==> src/sv/ffba_pkg.sv <==
// Types and codes shared by the first-fit block allocator files.
// No dependencies.
`timescale 1ns / 1ps

package ffba_pkg;

	localparam int ADDR_W = 16;
	localparam int ALU_W  = 17;

	typedef enum logic [1:0] {
		CMD_ALLOC   = 2'd0,
		CMD_FREE    = 2'd1,
		CMD_REALLOC = 2'd2,
		CMD_RSVD    = 2'd3
	} cmd_t;

	typedef enum logic [1:0] {
		ST_OK      = 2'd0,
		ST_NOFIT   = 2'd1,
		ST_BADADDR = 2'd2
	} status_t;

	// One block table entry: header offset, payload size, free flag.
	typedef struct packed {
		logic [ADDR_W-1:0] start;
		logic [ADDR_W-1:0] bytes;
		logic              free;
	} ent_t;

	typedef struct packed {
		logic [ALU_W-1:0] a;
		logic [ALU_W-1:0] b;
		logic             sub;
	} alu_req_t;

	typedef struct packed {
		logic [ALU_W-1:0] res;
		logic             cout;
	} alu_rsp_t;

endpackage

==> src/sv/first_fit_block_allocator_top.sv <==
// Top level of the first-fit block allocator: sequencer, block table RAM, shared ALU.
// Depends on ffba_pkg, ffba_ram and ffba_alu.
`timescale 1ns / 1ps

// First-fit heap allocator over an address-ordered block table held in one RAM.
// Each command takes one transaction and returns one result transaction; the
// block works on a single command at a time and holds in_stall high until the
// result has been taken. The cost is set by walks over the table RAM, one entry
// per cycle through its single read port, with one add/compare unit shared by
// the arithmetic steps. Allocate and free scan the table up to the hit and,
// if an entry is split off or merged away, shift the entries behind it; a
// reallocate that keeps its block needs one scan, and a moving reallocate adds
// an allocate, a second scan and a free. After reset the S_INIT state
// initializes table entry zero before the first command.

module first_fit_block_allocator_top import ffba_pkg::*; #(
	parameter int HEAP_BYTES   = 65536,
	parameter int HEADER_BYTES = 24,
	parameter int MAX_BLOCKS   = 64
) (
	input  logic        clk,
	input  logic        arst_n,
	input  logic        in_valid,
	output logic        in_stall,
	input  logic [1:0]  command,
	input  logic [15:0] request_bytes,
	input  logic [15:0] payload_address,
	output logic        out_valid,
	input  logic        out_stall,
	output logic [1:0]  status,
	output logic [15:0] result_address,
	output logic        moved,
	output logic [15:0] copy_bytes,
	output logic [15:0] allocated_total
);

	localparam int IW = $clog2(MAX_BLOCKS);
	localparam int CW = $clog2(MAX_BLOCKS + 1);
	localparam logic [ALU_W-1:0]  HDR   = ALU_W'(HEADER_BYTES);
	localparam logic [ADDR_W-1:0] HDR16 = ADDR_W'(HEADER_BYTES);
	localparam logic [ADDR_W-1:0] INIT_BYTES = ADDR_W'(HEAP_BYTES - HEADER_BYTES);
	localparam logic [CW-1:0] MAXC = CW'(MAX_BLOCKS);

	typedef enum logic [4:0] {
		S_INIT, S_IDLE, S_PREP_T, S_PREP_S, S_SCAN_GO, S_SCAN, S_KEEP,
		S_AL_NS, S_AL_NB, S_AL_SUM, S_AL_RES, S_SHUP, S_SHUP_LAST, S_W_NEW, S_W_CUR,
		S_FR_RD, S_FR_NX, S_MERGE, S_FR_WR, S_SHDN, S_SHDN_LAST, S_FR_END, S_OUT
	} state_t;

	typedef enum logic [1:0] {OP_ALLOC, OP_FREE, OP_REALLOC} op_t;
	typedef enum logic [1:0] {RP_FIRST, RP_ALLOC, RP_REFIND} rph_t;

	state_t state_q;
	op_t    op_q;
	rph_t   re_q;
	logic   fit_q;

	logic [15:0]      size_q, addr_q, tgt_q, diff_q, nstart_q, nbytes_q;
	logic [15:0]      old_q, acc_q, sum_q, result_q, copy_q;
	logic [ALU_W-1:0] sizeh_q;
	logic             tgt_ok_q, split_q, p_q, n_q, wpend_q, moved_q;
	logic [CW-1:0]    count_q;
	logic [IW-1:0]    idx_q, sp_q, wp_q;
	logic [1:0]       gap_q, step_q;
	ent_t             cur_q, prev_q, nxt_q;
	status_t          status_q;

	// RAM and ALU connections
	logic          ram_we;
	logic [IW-1:0] ram_waddr, ram_raddr;
	ent_t          ram_wdata, rd;
	logic [$bits(ent_t)-1:0] ram_rdata;
	alu_req_t      alu_req;
	alu_rsp_t      alu_rsp;

	ffba_ram #(.WIDTH($bits(ent_t)), .DEPTH(MAX_BLOCKS)) u_ram (
		.clk   (clk),
		.we    (ram_we),
		.waddr (ram_waddr),
		.wdata (ram_wdata),
		.raddr (ram_raddr),
		.rdata (ram_rdata)
	);

	ffba_alu u_alu (
		.req (alu_req),
		.rsp (alu_rsp)
	);

	assign rd = ent_t'(ram_rdata);

	logic [CW-1:0] idx_nx;
	logic          scan_hit, alu_zero;
	logic [IW-1:0] dst_w;
	logic [1:0]    gap_w;
	logic [CW-1:0] src_w;

	assign idx_nx   = CW'(idx_q) + CW'(1);
	assign alu_zero = (alu_rsp.res == '0);
	assign scan_hit = fit_q ? (rd.free && alu_rsp.cout) : (!rd.free && tgt_ok_q && alu_zero);
	assign dst_w    = p_q ? (idx_q - IW'(1)) : idx_q;
	assign gap_w    = {1'b0, p_q} + {1'b0, n_q};
	assign src_w    = CW'(dst_w) + CW'(gap_w) + CW'(1);

	always_comb begin
		ram_we    = 1'b0;
		ram_waddr = wp_q;
		ram_wdata = rd;
		ram_raddr = '0;
		alu_req   = '0;
		case (state_q)
			S_INIT: begin
				ram_we    = 1'b1;
				ram_waddr = '0;
				ram_wdata = '{start: '0, bytes: INIT_BYTES, free: 1'b1};
			end
			S_PREP_T: begin
				alu_req = '{a: {1'b0, addr_q}, b: HDR, sub: 1'b1};
			end
			S_PREP_S: begin
				alu_req = '{a: {1'b0, size_q}, b: HDR, sub: 1'b0};
			end
			S_SCAN: begin
				ram_raddr = idx_q + IW'(1);
				if (fit_q) begin
					alu_req = '{a: {1'b0, rd.bytes}, b: {1'b0, size_q}, sub: 1'b1};
				end else begin
					alu_req = '{a: {1'b0, rd.start}, b: {1'b0, tgt_q}, sub: 1'b1};
				end
			end
			S_KEEP: begin
				alu_req = '{a: {1'b0, cur_q.bytes}, b: {1'b0, size_q}, sub: 1'b1};
			end
			S_AL_NS: begin
				alu_req = '{a: {1'b0, cur_q.start}, b: sizeh_q, sub: 1'b0};
			end
			S_AL_NB: begin
				alu_req = '{a: {1'b0, diff_q}, b: HDR, sub: 1'b1};
			end
			S_AL_SUM: begin
				alu_req = '{a: {1'b0, sum_q}, b: {1'b0, (split_q ? size_q : cur_q.bytes)},
					sub: 1'b0};
			end
			S_AL_RES: begin
				alu_req = '{a: {1'b0, cur_q.start}, b: HDR, sub: 1'b0};
			end
			S_SHUP, S_SHDN: begin
				ram_raddr = sp_q;
				ram_we    = wpend_q;
			end
			S_SHUP_LAST, S_SHDN_LAST: begin
				ram_we = 1'b1;
			end
			S_W_NEW: begin
				ram_we    = 1'b1;
				ram_waddr = idx_q + IW'(1);
				ram_wdata = '{start: nstart_q, bytes: nbytes_q, free: 1'b1};
			end
			S_W_CUR: begin
				ram_we    = 1'b1;
				ram_waddr = idx_q;
				ram_wdata = '{start: cur_q.start, bytes: (split_q ? size_q : cur_q.bytes),
					free: 1'b0};
			end
			S_FR_RD: begin
				ram_raddr = idx_q + IW'(1);
				alu_req   = '{a: {1'b0, sum_q}, b: {1'b0, cur_q.bytes}, sub: 1'b1};
			end
			S_MERGE: begin
				alu_req.a   = {1'b0, acc_q};
				alu_req.sub = 1'b0;
				case (step_q)
					2'd0:    alu_req.b = p_q ? {1'b0, prev_q.bytes} : '0;
					2'd1:    alu_req.b = p_q ? HDR : '0;
					2'd2:    alu_req.b = n_q ? {1'b0, nxt_q.bytes} : '0;
					default: alu_req.b = n_q ? HDR : '0;
				endcase
			end
			S_FR_WR: begin
				ram_we    = 1'b1;
				ram_waddr = dst_w;
				ram_wdata = '{start: (p_q ? prev_q.start : cur_q.start), bytes: acc_q,
					free: 1'b1};
			end
			default: begin
			end
		endcase
	end

	always_ff @(posedge clk or negedge arst_n) begin
		if (!arst_n) begin
			state_q  <= S_INIT;
			count_q  <= CW'(1);
			sum_q    <= '0;
			wpend_q  <= 1'b0;
			status_q <= ST_OK;
			result_q <= '0;
			moved_q  <= 1'b0;
			copy_q   <= '0;
			op_q     <= OP_ALLOC;
			re_q     <= RP_FIRST;
			fit_q    <= 1'b0;
		end else begin
			case (state_q)
				S_INIT: begin
					count_q <= CW'(1);
					sum_q   <= '0;
					state_q <= S_IDLE;
				end
				S_IDLE: begin
					if (in_valid) begin
						size_q   <= request_bytes;
						addr_q   <= payload_address;
						status_q <= ST_OK;
						result_q <= '0;
						moved_q  <= 1'b0;
						copy_q   <= '0;
						re_q     <= RP_FIRST;
						state_q  <= S_PREP_T;
						case (cmd_t'(command))
							CMD_ALLOC: begin
								op_q  <= OP_ALLOC;
								fit_q <= 1'b1;
							end
							CMD_FREE: begin
								op_q  <= OP_FREE;
								fit_q <= 1'b0;
							end
							CMD_REALLOC: begin
								// zero is never a payload offset: treat as allocate
								op_q  <= (payload_address == '0) ? OP_ALLOC : OP_REALLOC;
								fit_q <= (payload_address == '0);
							end
							default: begin
								status_q <= ST_BADADDR;
								state_q  <= S_OUT;
							end
						endcase
					end
				end
				S_PREP_T: begin
					tgt_q    <= alu_rsp.res[15:0];
					tgt_ok_q <= alu_rsp.cout;
					state_q  <= S_PREP_S;
				end
				S_PREP_S: begin
					sizeh_q <= alu_rsp.res;
					state_q <= S_SCAN_GO;
				end
				S_SCAN_GO: begin
					idx_q   <= '0;
					state_q <= S_SCAN;
				end
				S_SCAN: begin
					if (scan_hit) begin
						cur_q  <= rd;
						diff_q <= alu_rsp.res[15:0];
						if (fit_q) begin
							state_q <= S_AL_NS;
						end else if (op_q == OP_FREE || re_q == RP_REFIND) begin
							state_q <= S_FR_RD;
						end else begin
							state_q <= S_KEEP;
						end
					end else begin
						prev_q <= rd;
						if (idx_nx == count_q) begin
							if (fit_q) begin
								status_q <= ST_NOFIT;
								result_q <= '0;
								moved_q  <= 1'b0;
								copy_q   <= '0;
							end else if (re_q != RP_REFIND) begin
								status_q <= ST_BADADDR;
							end
							state_q <= S_OUT;
						end else begin
							idx_q <= idx_q + IW'(1);
						end
					end
				end
				S_KEEP: begin
					if (alu_rsp.cout) begin
						result_q <= addr_q;
						state_q  <= S_OUT;
					end else begin
						old_q   <= cur_q.bytes;
						re_q    <= RP_ALLOC;
						fit_q   <= 1'b1;
						state_q <= S_SCAN_GO;
					end
				end
				S_AL_NS: begin
					nstart_q <= alu_rsp.res[15:0];
					split_q  <= (diff_q > HDR16) && (count_q < MAXC);
					state_q  <= S_AL_NB;
				end
				S_AL_NB: begin
					nbytes_q <= alu_rsp.res[15:0];
					state_q  <= S_AL_SUM;
				end
				S_AL_SUM: begin
					sum_q   <= alu_rsp.res[15:0];
					state_q <= S_AL_RES;
				end
				S_AL_RES: begin
					result_q <= alu_rsp.res[15:0];
					if (op_q == OP_REALLOC) begin
						moved_q <= 1'b1;
						copy_q  <= old_q;
					end
					wpend_q <= 1'b0;
					sp_q    <= IW'(count_q - CW'(1));
					if (!split_q) begin
						state_q <= S_W_CUR;
					end else if (idx_nx < count_q) begin
						state_q <= S_SHUP;
					end else begin
						state_q <= S_W_NEW;
					end
				end
				S_SHUP: begin
					// read one entry, write the previous one a slot higher
					wpend_q <= 1'b1;
					wp_q    <= sp_q + IW'(1);
					if (sp_q == idx_q + IW'(1)) begin
						state_q <= S_SHUP_LAST;
					end else begin
						sp_q <= sp_q - IW'(1);
					end
				end
				S_SHUP_LAST: begin
					wpend_q <= 1'b0;
					state_q <= S_W_NEW;
				end
				S_W_NEW: begin
					count_q <= count_q + CW'(1);
					state_q <= S_W_CUR;
				end
				S_W_CUR: begin
					if (op_q == OP_REALLOC) begin
						re_q    <= RP_REFIND;
						fit_q   <= 1'b0;
						state_q <= S_SCAN_GO;
					end else begin
						state_q <= S_OUT;
					end
				end
				S_FR_RD: begin
					sum_q   <= alu_rsp.res[15:0];
					state_q <= S_FR_NX;
				end
				S_FR_NX: begin
					nxt_q   <= rd;
					n_q     <= (idx_nx < count_q) && rd.free;
					p_q     <= (idx_q != '0) && prev_q.free;
					acc_q   <= cur_q.bytes;
					step_q  <= '0;
					state_q <= S_MERGE;
				end
				S_MERGE: begin
					acc_q  <= alu_rsp.res[15:0];
					step_q <= step_q + 2'd1;
					if (step_q == 2'd3) begin
						state_q <= S_FR_WR;
					end
				end
				S_FR_WR: begin
					gap_q   <= gap_w;
					sp_q    <= IW'(src_w);
					wpend_q <= 1'b0;
					if (gap_w != '0 && src_w < count_q) begin
						state_q <= S_SHDN;
					end else begin
						state_q <= S_FR_END;
					end
				end
				S_SHDN: begin
					// read one entry, write the previous one down by the gap
					wpend_q <= 1'b1;
					wp_q    <= sp_q - IW'(gap_q);
					if (CW'(sp_q) + CW'(1) == count_q) begin
						state_q <= S_SHDN_LAST;
					end else begin
						sp_q <= sp_q + IW'(1);
					end
				end
				S_SHDN_LAST: begin
					wpend_q <= 1'b0;
					state_q <= S_FR_END;
				end
				S_FR_END: begin
					count_q <= count_q - CW'(gap_q);
					if (op_q == OP_FREE) begin
						result_q <= addr_q;
					end
					state_q <= S_OUT;
				end
				S_OUT: begin
					if (!out_stall) begin
						state_q <= S_IDLE;
					end
				end
				default: begin
					state_q <= S_IDLE;
				end
			endcase
		end
	end

	assign in_stall        = (state_q != S_IDLE);
	assign out_valid       = (state_q == S_OUT);
	assign status          = status_q;
	assign result_address  = result_q;
	assign moved           = moved_q;
	assign copy_bytes      = copy_q;
	assign allocated_total = sum_q;

endmodule

==> src/sv/ffba_ram.sv <==
// Generic single-write, single-read RAM with registered read data.
// No dependencies.
`timescale 1ns / 1ps

module ffba_ram #(
	parameter int unsigned WIDTH = 33,
	parameter int unsigned DEPTH = 64,
	localparam int unsigned AW = $clog2(DEPTH)
) (
	input  logic             clk,
	input  logic             we,
	input  logic [AW-1:0]    waddr,
	input  logic [WIDTH-1:0] wdata,
	input  logic [AW-1:0]    raddr,
	output logic [WIDTH-1:0] rdata
);

	logic [WIDTH-1:0] mem_q [DEPTH];
	logic [WIDTH-1:0] rdata_q;

	always_ff @(posedge clk) begin
		if (we) begin
			mem_q[waddr] <= wdata;
		end
		rdata_q <= mem_q[raddr];
	end

	assign rdata = rdata_q;

endmodule

==> src/sv/ffba_alu.sv <==
// Shared add/subtract unit of the allocator sequencer.
// Depends on ffba_pkg for the request and response structs.
`timescale 1ns / 1ps

module ffba_alu import ffba_pkg::*; (
	input  alu_req_t req,
	output alu_rsp_t rsp
);

	logic [ALU_W:0] sum;

	// Subtract as a + ~b + 1; carry out set means a >= b.
	assign sum = {1'b0, req.a} + {1'b0, (req.sub ? ~req.b : req.b)} + {{ALU_W{1'b0}}, req.sub};
	assign rsp.res  = sum[ALU_W-1:0];
	assign rsp.cout = sum[ALU_W];

endmodule

==> config.mk <==
export PLATFORM = sky130hd
export DESIGN_NAME = first_fit_block_allocator_top
export DESIGN_NICKNAME = d
export VERILOG_FILES = /design/src/sv/ffba_pkg.sv /design/src/sv/first_fit_block_allocator_top.sv /design/src/sv/ffba_ram.sv /design/src/sv/ffba_alu.sv
export SDC_FILE = /design/constraint.sdc
export NUM_CORES = 2
export LEC_CHECK = 0
export CAP_MARGIN = 25
export CORE_MARGIN = 4
export CORE_UTILIZATION = 46
export CTS_CLUSTER_DIAMETER = 100
export DETAILED_ROUTE_END_ITERATION = 10
export DONT_BUFFER_PORTS = 1
export PLACE_DENSITY = 0.72
export SLEW_MARGIN = 10
export SYNTH_ARGS = -nofsm -noshare
export SYNTH_HDL_FRONTEND = slang
export SYNTH_HIERARCHICAL = 1
export SYNTH_SLANG_ARGS = --single-unit
==> constraint.sdc <==
create_clock -name clk -period 7.3 [get_ports clk]
set_input_delay 1.095 -clock clk [delete_from_list [all_inputs] [get_ports clk]]
set_output_delay 1.095 -clock clk [all_outputs]
set_load 0.05 [all_outputs]
==> impl_results.md <==
* Status: finished clean
* Mapped Nets at 5,237
* First-pass GRT wire length at 381,000 um
* Bufs on Longest Clock Path at 3
* # IOs at 91
* Setup TNS at 0 ps
* FP Rows at 169
* Top Family by Delay on Critical Path: simple AND/OR/NAND/NOR gates
* Critical path arrival at 7490 ps
* Residual DRC at 0
* PwrDens at 433 nW/um2
* # setup viols final at 0
* Fin nets at 5,409
* Most frequent cells in the layout: edfxtp_1 (2,364), mux4_2 (484), nand2_1 (282), clkbuf_16 (229), buf_4 (217)
* R2r worst-path depth at 20
* R2r startpoint: state_q[1]$_DFFE_PN0P_
* Syn. warnings at 6
* # clock sinks at 2,466
* Clock transition at path regs at 80 ps
* Most area-consuming cells after synthesis: edfxtp_1 (72%), mux4_2 (11%), dfrtp_1 (1.7%)
* Achievable frequency at 148 MHz
* DR iter-0 viols at 8,312
* Slew headroom at 0.275
* Final Max Tran Viols at 0
* Hold slack at 103 ps
* Layout cells sized above 1 at 0.229
* Cts repair resizes at 0
* CP max-delay cell: dfrtp_1
* Most common cell after layout, fill and taps aside: edfxtp_1
* Average size of a mapped cell at 19.1 um2
* Reg2reg end: result_address[14]$_DFFE_PN0P_
* CTS tree: built
* Crit-path cells: nand2b_1 > nor2_1 > nand2_1 > o21ai_1 > buf_4 > a222oi_1 > nand3_1 > ha_1 > a21oi_1 > o2111ai_1 > a41oi_2 > nand2_1 > xor2_1 > nor4_1 > nand3_1 > o31ai_4 > and2_2 > nor3_2 > o311ai_4 > mux2_1
* CTS root buf: clkbuf_16
* Vias in the first global route at 52.2k
* Die height at 470 um
* Worst-path fanout max at 17
* Crit end category: flop
* Max_cap viols at 0
* Asr flop ratio synth at 0.0280
* Required @ worst endpoint at 8030 ps
* CTS Buf Count at 227
* Post-Place Cells at 7,899
* Mapped Area at 98,200 um2
* DP Wirelength at 159,000 um
* Startpoint types: flop
* Synth Register Bits at 2,466
* IO Port Bufs at 0
* Routed Wire Length at 263,000 um
* Cts-stage hold buffer count at 1
* Yosys top cell by area: edfxtp_1
* Initial antenna violation count at 23
* Clock latency on the worst-skew pair at 890 ps
* Initial DRT Pass Iterations at 8
* Worst Tran Pin Value at 1090 ps
* Die footprint at 221,000 um2
* Total GRT Usage at 0.236
* Post-synth top area share at 0.723
* Final core occ at 0.524
* Lkg Pwr at 34.6 nW
* Slowest stage delay, CP at 760 ps
* Post-route clock period utilization at 0.926
* Die X at 470 um
* Htree depth at 4
* Via/cell ratio at 6.36
* Tot Pwr at 0.0481 W
* Final ANT Viol Nets at 0
* Worst hold path class: primary input to async pin
* RSZ-0062 raised after global routing: no
* Initial core utilization at 0.463
* Tmin final at 6760 ps
* Area growth, synth to finish at 13.2%
* Syn Inst Count at 5,140
* WP buf/inv at 1
* Setup Buffers After CTS at 0
* Final Hold Viols at 0
* Synth Flop Type: edfxtp_1
* Largest net degree at the start of global routing at 91
* Maximum vdd drop at 0.440 mV
* R2r setup slk at 540 ps
* Worst Path Class, Setup: flop to flop
* Core Area at 212,000 um2
* Library cells used by synthesis at 103
* Non-filler instance count after layout at 8,347
* Routed WL per cell at 31.5 um
* Total grt overflow at 0
* Number of synthesized flops with an enable pin at 2,364
* GP Congestion at 0.932
* Vias at 53.1k
* Sequential share of the synthesized area at 0.747
* Worst Clk Skew at 64.4 ps
[how the worst max path moves through the flow]
stage	from	endpoint	slack, ps	depth (start not counted)
detailed placement	state_q[2]$_DFFE_PN0P_	result_address[11]$_DFFE_PN0P_	730	19
global placement	state_q[3]$_DFFE_PN0P_	result_address[9]$_DFFE_PN0P_	870	21
floorplan	state_q[0]$_DFFE_PN0P_	prev_q[0]$_DFFE_PP_	200	18
CTS	state_q[3]$_DFFE_PN0P_	result_address[13]$_DFFE_PN0P_	700	21
global route	state_q[2]$_DFFE_PN0P_	result_address[8]$_DFFE_PN0P_	80	21
finish	state_q[1]$_DFFE_PN0P_	result_address[14]$_DFFE_PN0P_	540	20
[synth_stat cells (all sizes together), types with 44 or more instances]
| library cell | instances |
|---|---|
| a21oi | 82 |
| a22oi | 109 |
| buf | 137 |
| clkbuf | 171 |
| dfrtp | 68 |
| edfxtp | 2364 |
| ha | 55 |
| inv | 44 |
| mux2i | 142 |
| mux4 | 484 |
| nand2 | 301 |
| nand3 | 112 |
| nand4 | 66 |
| nor2 | 174 |
| nor2b | 53 |
| o21ai | 110 |
| o221ai | 54 |
| o22ai | 62 |
[where the power goes]
part | internal [W] | switching (W)
combinational | 0.00448 | 0.0110
clock | 0.00688 | 0.00524
sequential | 0.0198 | 0.000794
total | 0.0311 | 0.0170
[layer usage]
layer | global-route usage | part of all wire | vias up
met5 | 0 | 0.00013 | -
met4 | 0.102 | 0.047 | 6
met3 | 0.0527 | 0.12 | 473
met2 | 0.362 | 0.46 | 3468
met1 | 0.327 | 0.38 | 27600
li1 | - | - | 21500
[sequential cells by signal, indices dropped and copies added (netlist names), 5 cells and up]
register / count
allocated_total: 16
copy_bytes: 16
nxt_q: 16
u_ram/rdata: 33
cur_q: 32
old_q: 16
prev_q: 33
count_q: 7
diff_q: 16
size_q: 16
tgt_q: 16
result_address: 16
sizeh_q: 17
nstart_q: 16
idx_q: 6
state_q: 5
acc_q: 16
addr_q: 16
wp_q: 6
u_ram/mem_q: 2112
sp_q: 6
nbytes_q: 16
[kinds of logic (layout without fill, tap and decap cells)]
family,Yosys count,after routing,share of synthesized area
flops,2466,2466,0.747
simple gates,867,867,0.0427
compound gates,668,668,0.0491
mux,653,653,0.129
buf+inv,352,725,0.0178
xor+xnor,74,74,0.00701
fa+ha+maj,59,59,0.00782
other cells,1,14,0.0000382
[final cells by class]
class / instances / area, um2
well taps: 2821 / 3530
clock buffers: 283 / 6020
fillers: 16200 / 101000
repair buffers: 251 / 2310
clock inverters: 147 / 1670
flip-flops and latches: 2466 / 73400
diodes: 13 / 32.5
inverters: 44 / 173
multi-input cells: 2322 / 24000
[through the flow]
step / worst slack (ps) / instance area, um2
finish: 537 / 111000
global route: 77.6 / 111000
CTS: 698 / 111000
detailed placement: 727 / 103000
global placement: 874 / 103000
floorplan: 201 / 98200
Note: power is estimated with default switching activity, not from simulation.
